[src/hdl/crc8fr_pkg.sv]
// shared types, constants and crc function for the crc8 frame receiver
package crc8fr_pkg;

   // frame limits and crc polynomial (reflected maxim form)
   localparam int unsigned MAX_PAYLOAD   = 4;
   localparam int unsigned LEN_WIDTH     = 3;
   localparam int unsigned PAYLOAD_WIDTH = 32;
   localparam int unsigned CSR_IDX_WIDTH = 8;
   localparam logic [7:0]  CRC_POLY      = 8'h8C;
   localparam logic [7:0]  START_RESET   = 8'h05;
   localparam logic [7:0]  END_RESET     = 8'h0A;

   // register indexes on the csr port
   localparam logic [CSR_IDX_WIDTH-1:0] CSR_START_MARKER = CSR_IDX_WIDTH'(0);
   localparam logic [CSR_IDX_WIDTH-1:0] CSR_END_MARKER   = CSR_IDX_WIDTH'(1);

   // decoder phases
   typedef enum logic [2:0] {
      PH_HUNT = 3'd0,
      PH_LEN  = 3'd1,
      PH_DATA = 3'd2,
      PH_CRC  = 3'd3,
      PH_END  = 3'd4
   } phase_type;

   // frame status codes
   typedef enum logic [1:0] {
      ST_GOOD    = 2'd0,
      ST_CRC_ERR = 2'd1,
      ST_BAD_LEN = 2'd2
   } status_type;

   // result of one byte step
   typedef struct packed {
      logic                     hit;
      status_type               status;
      logic [PAYLOAD_WIDTH-1:0] payload;
      logic [LEN_WIDTH-1:0]     length;
   } result_type;

   // bytewise reflected crc8 update, lsb first
   function automatic logic [7:0] crc8_update(input logic [7:0] crc, input logic [7:0] data);
      logic [7:0] c;
      logic       fb;
      c = crc;
      for (int k = 0; k < 8; k++) begin
         fb = c[0] ^ data[k];
         c  = {1'b0, c[7:1]};
         if (fb) begin
            c = c ^ CRC_POLY;
         end
      end
      return c;
   endfunction

endpackage

[src/hdl/crc8fr_decode.sv]
// frame phase tracking, running crc and result generation for one byte per step
module crc8fr_decode (
   input  logic                    clock,
   input  logic                    reset,
   input  logic                    step_en,
   input  logic [7:0]              rx_byte,
   input  logic [7:0]              start_marker,
   input  logic [7:0]              end_marker,
   output crc8fr_pkg::result_type  result
);
   import crc8fr_pkg::*;

   phase_type                phase_ff, phase_in;
   logic [LEN_WIDTH-1:0]     exp_len_ff, exp_len_in;
   logic [LEN_WIDTH-1:0]     seen_ff, seen_in;
   logic [7:0]               crc_ff, crc_in;
   logic [PAYLOAD_WIDTH-1:0] shift_ff, shift_in;
   logic [7:0]               rx_crc_ff, rx_crc_in;
   logic [7:0]               crc_next;
   logic [LEN_WIDTH:0]       seen_inc;

   // crc seed is zero when a frame opens
   assign crc_next = crc8_update((phase_ff == PH_HUNT) ? 8'h00 : crc_ff, rx_byte);
   assign seen_inc = {1'b0, seen_ff} + (LEN_WIDTH+1)'(1);

   // next state and result for the current byte
   always_comb begin
      phase_in   = phase_ff;
      exp_len_in = exp_len_ff;
      seen_in    = seen_ff;
      crc_in     = crc_ff;
      shift_in   = shift_ff;
      rx_crc_in  = rx_crc_ff;
      result     = '0;
      unique case (phase_ff)
         PH_HUNT: begin
            if (rx_byte == start_marker) begin
               crc_in     = crc_next;
               shift_in   = '0;
               seen_in    = '0;
               exp_len_in = '0;
               phase_in   = PH_LEN;
            end
         end
         PH_LEN: begin
            if (rx_byte == 8'h00 || rx_byte > 8'(MAX_PAYLOAD)) begin
               phase_in      = PH_HUNT;
               result.hit    = 1'b1;
               result.status = ST_BAD_LEN;
            end else begin
               exp_len_in = rx_byte[LEN_WIDTH-1:0];
               crc_in     = crc_next;
               seen_in    = '0;
               phase_in   = PH_DATA;
            end
         end
         PH_DATA: begin
            shift_in = {shift_ff[PAYLOAD_WIDTH-9:0], rx_byte};
            crc_in   = crc_next;
            seen_in  = seen_inc[LEN_WIDTH-1:0];
            if (seen_inc >= {1'b0, exp_len_ff}) begin
               phase_in = PH_CRC;
            end
         end
         PH_CRC: begin
            rx_crc_in = rx_byte;
            phase_in  = PH_END;
         end
         PH_END: begin
            if (rx_byte == end_marker) begin
               result.hit     = 1'b1;
               result.status  = (crc_ff == rx_crc_ff) ? ST_GOOD : ST_CRC_ERR;
               result.payload = shift_ff;
               result.length  = exp_len_ff;
               phase_in       = PH_HUNT;
            end
         end
         default: begin
            phase_in = PH_HUNT;
         end
      endcase
   end

   // state registers advance only on a processed byte
   always_ff @(posedge clock) begin
      if (reset) begin
         phase_ff   <= PH_HUNT;
         exp_len_ff <= '0;
         seen_ff    <= '0;
         crc_ff     <= '0;
         shift_ff   <= '0;
         rx_crc_ff  <= '0;
      end else if (step_en) begin
         phase_ff   <= phase_in;
         exp_len_ff <= exp_len_in;
         seen_ff    <= seen_in;
         crc_ff     <= crc_in;
         shift_ff   <= shift_in;
         rx_crc_ff  <= rx_crc_in;
      end
   end

   // a bad length result never carries payload
   a_bad_len_empty: assert property (@(posedge clock) disable iff (reset)
      (result.hit && result.status == ST_BAD_LEN) |-> (result.payload == '0 && result.length == '0))
      else $error("bad length result carries payload");

   // every reported frame sends the decoder back to hunting
   a_hunt_after_result: assert property (@(posedge clock) disable iff (reset)
      (step_en && result.hit) |=> (phase_ff == PH_HUNT))
      else $error("decoder not hunting after a result");

   // the byte counter is cleared before payload collection starts
   a_len_count_clear: assert property (@(posedge clock) disable iff (reset)
      (phase_ff == PH_LEN) |-> (seen_ff == '0))
      else $error("byte count not cleared in length phase");

   // every frame reported with a good or crc error status has a legal length
   a_good_len_range: assert property (@(posedge clock) disable iff (reset)
      (result.hit && result.status != ST_BAD_LEN) |->
         (result.length != '0 && {1'b0, result.length} <= (LEN_WIDTH+1)'(MAX_PAYLOAD)))
      else $error("frame reported with illegal length");

endmodule

[src/hdl/crc8_frame_receiver.sv]
// top level of the crc8 frame receiver: input register, decoder, result register, csr
//
// Usage:
//   req_*  : one received byte per transfer (req_rx_byte). A transfer happens on a
//            rising edge with req_valid high and req_stall low.
//   rsp_*  : one result per completed frame: rsp_frame_status (0 good, 1 crc
//            mismatch, 2 bad length), rsp_payload (first byte most significant)
//            and rsp_payload_length. Taken when rsp_valid is high and rsp_stall low.
//   csr_*  : marker writes, index 0 start marker, index 1 end marker; csr_ready is
//            always high. Other indexes are dropped.
//   Path: a byte that closes a frame goes from the input register through the
//   decoder logic into the result register, where its result shows.
//   Throughput: one byte per cycle while rsp_stall does not hold a result; the crc
//   update and phase logic sit in the single stage between the two registers.
//   Reset: markers return to 0x05 and 0x0A, the decoder hunts for a start marker,
//   both registers are emptied.
//   Stall: while rsp_stall holds a result, one more byte may wait in the input
//   register; after that req_stall rises until the result is taken.
module crc8_frame_receiver (
   input  logic                                   clock,
   input  logic                                   reset,
   input  logic                                   req_valid,
   output logic                                   req_stall,
   input  logic [7:0]                             req_rx_byte,
   output logic                                   rsp_valid,
   input  logic                                   rsp_stall,
   output logic [1:0]                             rsp_frame_status,
   output logic [crc8fr_pkg::PAYLOAD_WIDTH-1:0]   rsp_payload,
   output logic [crc8fr_pkg::LEN_WIDTH-1:0]       rsp_payload_length,
   input  logic                                   csr_valid,
   output logic                                   csr_ready,
   input  logic [crc8fr_pkg::CSR_IDX_WIDTH-1:0]   csr_index,
   input  logic [7:0]                             csr_wdata
);
   import crc8fr_pkg::*;

   logic       in_valid_ff, in_valid_in;
   logic [7:0] in_byte_ff;
   logic       out_valid_ff, out_valid_in;
   result_type out_ff;
   result_type step_result;
   logic [7:0] start_marker_ff;
   logic [7:0] end_marker_ff;
   logic       step;
   logic       req_xfer;

   // a byte is processed when the result register is free or being drained
   assign step      = in_valid_ff && (!out_valid_ff || !rsp_stall);
   assign req_stall = in_valid_ff && !step;
   assign req_xfer  = req_valid && !req_stall;
   assign csr_ready = 1'b1;

   // input register
   assign in_valid_in = req_xfer ? 1'b1 : (step ? 1'b0 : in_valid_ff);

   always_ff @(posedge clock) begin
      if (reset) begin
         in_valid_ff <= 1'b0;
      end else begin
         in_valid_ff <= in_valid_in;
      end
   end

   always_ff @(posedge clock) begin
      if (req_xfer) begin
         in_byte_ff <= req_rx_byte;
      end
   end

   // marker registers
   always_ff @(posedge clock) begin
      if (reset) begin
         start_marker_ff <= START_RESET;
         end_marker_ff   <= END_RESET;
      end else if (csr_valid && csr_ready) begin
         unique case (csr_index)
            CSR_START_MARKER: start_marker_ff <= csr_wdata;
            CSR_END_MARKER:   end_marker_ff   <= csr_wdata;
            default: ;
         endcase
      end
   end

   // frame decoder
   crc8fr_decode u_decode (
      .clock        (clock),
      .reset        (reset),
      .step_en      (step),
      .rx_byte      (in_byte_ff),
      .start_marker (start_marker_ff),
      .end_marker   (end_marker_ff),
      .result       (step_result)
   );

   // result register
   assign out_valid_in = (step && step_result.hit) ? 1'b1 :
                         (rsp_stall ? out_valid_ff : 1'b0);

   always_ff @(posedge clock) begin
      if (reset) begin
         out_valid_ff <= 1'b0;
      end else begin
         out_valid_ff <= out_valid_in;
      end
   end

   always_ff @(posedge clock) begin
      if (step && step_result.hit) begin
         out_ff <= step_result;
      end
   end

   assign rsp_valid          = out_valid_ff;
   assign rsp_frame_status   = out_ff.status;
   assign rsp_payload        = out_ff.payload;
   assign rsp_payload_length = out_ff.length;

endmodule

[config.mk]
export PLATFORM = sky130hd
export DESIGN_NAME = crc8_frame_receiver
export DESIGN_NICKNAME = d
export VERILOG_FILES = /design/src/hdl/crc8fr_pkg.sv /design/src/hdl/crc8fr_decode.sv /design/src/hdl/crc8_frame_receiver.sv
export SDC_FILE = /design/constraint.sdc
export NUM_CORES = 1
export LEC_CHECK = 0
export BUFFER_PORTS_ARGS = -buffer_cell sky130_fd_sc_hd__buf_4
export CORE_UTILIZATION = 50
export DETAILED_ROUTE_END_ITERATION = 7
export GPL_TIMING_DRIVEN = 1
export PLACE_DENSITY = 0.67
export SLEW_MARGIN = 25
export SYNTH_ARGS = -nofsm -noshare
export SYNTH_HDL_FRONTEND = slang
export SYNTH_SLANG_ARGS = --single-unit
export TNS_END_PERCENT = 1
[constraint.sdc]
create_clock -name clock -period 11.1 [get_ports clock]
set_input_delay 1.665 -clock clock [delete_from_list [all_inputs] [get_ports clock]]
set_output_delay 1.665 -clock clock [all_outputs]
set_load 0.1 [all_outputs]
Word level (Yosys, flattened, before mapping)
Index checks and enable logic that the tools add are counted.
- flip-flop bits (word level): 120
- input bits: 29
- output and inout port bits: 40
- word-level logic and storage cells: 103
- add/subtract/negate cells: 1
- $lt $le $gt $ge: 2
- equality and inequality tests: 13
- multiplexer cells: 32
- bitwise operators: 16
- reduce and logical (&&, ||, !) cells: 25
- operators by type and width (operator ; number):
    $mux W8 ; 11
    $pmux W32 S2 ; 1
    $mux W38 ; 1
    $mux W32 ; 1
    $eq A8 B8 Y1 ; 3
    $not A2 Y3 ; 8
    $pmux W8 S3 ; 1
    $mux W3 ; 7
    $logic_not A8 Y1 ; 2
    $pmux W3 S5 ; 1
    $pmux W3 S2 ; 2
    $reduce_and A4 Y1 ; 3
    $pmux W3 S3 ; 1
    $eq A8 B1 Y1 const B ; 1
    $gt A8 B3 Y1 const B ; 1
    $reduce_and A2 Y1 ; 4
    $xor A1 B1 Y1 ; 8
    $eq A3 B2 Y1 const B ; 2
    $ne A2 B1 Y1 const B ; 3
    $reduce_bool A2 Y1 ; 3
    $mux W1 ; 5
    $add A3 B1 Y4 const B ; 1
    $ge A4 B3 Y1 ; 1
    $logic_and A1 B1 Y1 ; 4
    9 further kinds ; 14

Longest topological paths before layout
- depth after elaboration: 20
- mapped depth: 8
- mapped depth without buffers: 8

Modules after synthesis
Synthesis repeated with hierarchy kept, for this count alone.
- cell total of the unflattened synthesis: 469
- area total of the unflattened synthesis: 5267.6 um^2
- by module, submodules not included (module ; times used ; cells an instance ; area each (um^2) ; sequential area each (um^2)):
    crc8fr_decode ; 1 ; 338 ; 3116.7 ; 1141.1
    crc8_frame_receiver ; 1 ; 131 ; 2150.8 ; 1711.6

Least setup slack after synthesis
No wires, ideal clock.
- path type: input port to flip-flop
- start: input rsp_stall
- end: register out_ff, in the netlist rsp_frame_status[0], enable pin
- setup time: 0.480 ns
- arrival: 4.503 ns
- data required time: 10.620 ns
- setup slack: 6.117 ns
- stages on the path: 2
- buffers on the path: 0
- cell sequence: a21bo_1 -> nor3_1
- longest elaborated chain between the ends: 4
- RTL lines (item ; RTL line ; text):
    start, declared ; crc8_frame_receiver.sv:26 ; input logic rsp_stall,
    $logic_not A1 Y1 ; crc8_frame_receiver.sv:48 ; assign step = in_valid_ff && (!out_valid_ff || !rsp_stall);
    $logic_or A1 B1 Y1 ; crc8_frame_receiver.sv:48 ;
    $logic_and A1 B1 Y1 ; crc8_frame_receiver.sv:48 ;
    $logic_and A1 B1 Y1 ; crc8_frame_receiver.sv:108 ; if (step && step_result.hit) begin
    end signal, assigned ; crc8_frame_receiver.sv:109 ; out_ff <= step_result;
    end, declared ; crc8_frame_receiver.sv:40 ; result_type out_ff;
Every way passes these cells.
A chain may end at the register's enable or synchronous reset.

Worst setup path in the final report
- start: input rsp_stall
- end: output req_stall
- longest elaborated chain between the ends: 5
- RTL lines (item ; RTL line ; text):
    $logic_not A1 Y1 ; crc8_frame_receiver.sv:48 ;
    $logic_or A1 B1 Y1 ; crc8_frame_receiver.sv:48 ;
    $logic_and A1 B1 Y1 ; crc8_frame_receiver.sv:48 ;
    $logic_not A1 Y1 ; crc8_frame_receiver.sv:49 ; assign req_stall = in_valid_ff && !step;
    $logic_and A1 B1 Y1 ; crc8_frame_receiver.sv:49 ;
    end, declared ; crc8_frame_receiver.sv:23 ; output logic req_stall,
Every way passes these cells.

==> metrics list <==
* Fraction of final layout cells sized beyond drive strength 1: 22.1%
- The worst register-to-register path has a depth of 6.
* Data arrival time of the critical path: 2.26 ns
- Average cell area after synthesis: 11.1 um2
- Count of hold buffers inserted by post-cts repair: 0
* Max Freq: 0.255 GHz
- The critical path is of the in -> out type.
- Capture point of the critical path: req_stall
- Top-area cell type share of the netlist area: 28.8%
- CTS built an H-tree with a depth of 4.
* Length of routed met2 wiring: 5110 um
* Clock Root Buffer: clkbuf_8
* Post-Route M1 WL: 4540 um
- The tool flagged a number of max-cap violations equal to 0.
* Async set-or-reset flop fraction in the synthesized netlist: 0%
- Initial standard-cell utilization of the core: 52.4%
* Insertion delay of the later-clocked pin in the worst-skew pair: 0.51 ns
* Register area share after synthesis: 54.7%
- After floorplanning, the core was sized to cover 9950 um2.
* # Post-CTS Setup Buffers: 0
- Count of unresolved DRC violations after routing: 0
- Tightest slew margin relative to the limit: 40.3%
- The min-delay analysis places its worst path in the category reg -> reg.
- Wire segments on met3 add up to 368 um in the final route.
- Layout area overhead: 21.2%
- The worst path needs 3.92 ns of the cycle, external delays included.
- Clock transition at the registers of the reported paths: 0.06 ns
* Warnings, synthesis: 0
- Total power draw: 1.06 mW
* Number of antenna diodes: 0
- For this design the static power due to leakage is 2.31 nW.
- Register-to-register setup slack: 8.19 ns
* Launching element type of the critical path: primary input
- Post-synth top area cell: dfxtp_1
* Final weighted congestion in routability-driven placement: 0.842
- Die Footprint: 10800 um2
- Count of nets left with antenna violations after detail routing: 0
- The number of global-route vias before repair is 3448.
- Type of destination of the critical path: primary output
- 69 I/O pins were placed.
- Entering global routing, the biggest net connects 77 pins.
* Most common cell after layout, fill and taps aside: dfxtp_1
- Number of failing setup endpoints in the final timing report: 0
* Final core utilization: 63.5%
- Clock tree from TritonCTS: yes
- Final Net Count: 559
- Counting flops with a built-in enable in the synthesized netlist gives 45.
- First DRT Iteration DRCs: 170
- Number of vias in the routed layout: 3506
- Uppermost metal layer occupied by signal nets: met4
- Net Count, Synth: 502
* Worst Path Max Fanout: 3
* DR vias/cell: 5.22
- Final count of pins violating max slew: 0
- Leading cell types in the layout, fill and taps excluded: dfxtp_1 (75), nor2_1 (74), buf_4 (70)
- Width of the die: 104 um
* Skew final: 0.0100 ns
* Total clock sinks: 120
* Top FF cell, synth: dfxtp_1
- Cells after synthesis: 469
- Yosys reg bits: 120
- Wire length reported by the detailed router: 10100 um
* First drt pass iteration count: 5
* Port Buffers: 67
* Launch instance of the worst register-to-register path: in_byte_ff[2]
* Critical path origin: rsp_stall
* Global route overflow: 0
* Power density over the cells: 168 nW/um2
- Biggest area contributors in the synthesized netlist: dfxtp_1 (29%), edfxtp_1 (26%), xnor2_1 (5.4%), nor2_1 (5.3%), a22oi_1 (4.9%)
- Cell occurring most often along the worst timing path: buf_4
- Required time at the worst-slack endpoint: 9.44 ns
- The critical path goes through buf_4 > and3_1 > buf_4.
* Status: finished clean
* Worst-case clock buffer depth: 2
* Average wire per cell in the routed design: 15.0 um
- The initial antenna violation count was 0.
- In the final timing run, aggregate negative setup slack is 0 ns.
* Library cells used by synthesis: 52
- The die is 104 um tall.
- RSZ-0062 raised after global routing: no
- Fin crit share: 35.3%
* HPWL Detailed: 6570 um
- The floorplan has 36 rows.
- Number of inserted filler cells in the final layout: 787
- In this run the cell area of the synthesized design comes to 5210 um2.
- GRT Total Usage: 20.2%
- Buffers inserted during clock tree synthesis total 17.
- Total of cells resized after clock tree synthesis: 0
- Capture instance of the worst register-to-register path: rsp_payload[25]
- IR analysis of the VDD net gives a maximum drop of 0.112 mV.
* Cell with the largest stage delay on the worst path: buf_4
- Worst-margin pin slew: 0.892 ns
- Global-route wire length before repair: 17200 um
- On the worst path, the slowest cell contributes a delay of 0.30 ns.
* Total count of hold-check failures in the final report: 0
==> logic make-up (layout without fill, tap and decap cells) <==
kind of cell	count (synthesis)	after routing	synth area share, %
XOR/XNOR	57	57	9.84
multiplexers	25	25	4.80
flip-flops	120	120	54.7
AND/OR/NAND/NOR	160	160	16.3
AO/OA/AOI/OAI	63	63	8.78
adder cells (fa/ha/maj)	4	4	0.960
other	1	1	0.0719
buffers and inverters	39	109	4.54
==> Yosys cell counts (all sizes together), types with 5 or more instances <==
cell    count
and2       35
nor3        8
xnor2      32
xor2       24
edfxtp     45
mux2i      25
nor2       74
nand4       5
o21ai       8
dfxtp      75
a211o       5
a21oi       9
a22oi      34
buf        12
inv         7
nand2       6
nor4        8
clkbuf     19
==> final cells by class <==
type,count,area [um2],share of cell area [%]
clock buffer,17,414,6.55
clock inverter,15,191,3.03
inverter,7,26.3,0.416
multi-input combinational,310,2140,33.9
sequential,120,2850,45.1
tap,133,166,2.63
timing repair buffer,70,526,8.32
==> state kept, by name (all words and copies together) (netlist names) <==
name                 cells
in_valid_ff              1
u_decode.exp_len_ff      3
u_decode.seen_ff         3
rsp_payload             32
u_decode.crc_ff          8
u_decode.phase_ff        3
u_decode.rx_crc_ff       8
in_byte_ff               8
start_marker_ff          8
rsp_payload_length       3
rsp_frame_status         2
rsp_valid                1
u_decode.shift_ff       32
end_marker_ff            8
==> through the flow <==
step	worst slack, ns	cells	hold slack, ns	instance area [um2]
floorplan	6.12	469	0.432	5210
global placement	7.20	640	0.442	5710
detailed placement	7.18	640	0.445	5710
CTS	7.18	672	0.452	6320
global route	7.15	672	0.476	6320
finish	7.18	672	0.453	6320
==> power breakdown <==
part	internal, mW	switching (mW)	leakage, nW
clock network	0.346	0.206	0.286
logic	0.0230	0.0214	1.08
registers	0.457	0.00947	0.937
==> worst min-delay path by stage <==
stage                                start                endpoint  slack [ns]  cells after the start
global placement    u_decode.exp_len_ff[2]  u_decode.exp_len_ff[2]        0.44                      2
detailed placement  u_decode.exp_len_ff[2]  u_decode.exp_len_ff[2]        0.45                      2
CTS                 u_decode.exp_len_ff[2]  u_decode.exp_len_ff[2]        0.45                      2
floorplan           u_decode.exp_len_ff[1]  u_decode.exp_len_ff[1]        0.43                      2
global route        u_decode.exp_len_ff[2]  u_decode.exp_len_ff[2]        0.48                      2
finish              u_decode.exp_len_ff[2]  u_decode.exp_len_ff[2]        0.45                      2
==> critical path: cells and delay by family <==
family | cells | cell delay, ns
simple gates | 1 | 0.20
buf+inv | 2 | 0.39
==> per-layer routing <==
metal / GRT usage, % / up-vias
met5: 0 / -
met4: 7.04 / 0
met3: 4.57 / 7
met2: 34.2 / 83
met1: 25.3 / 1671
li1: - / 1745
Note: power is estimated with default switching activity, not from simulation.
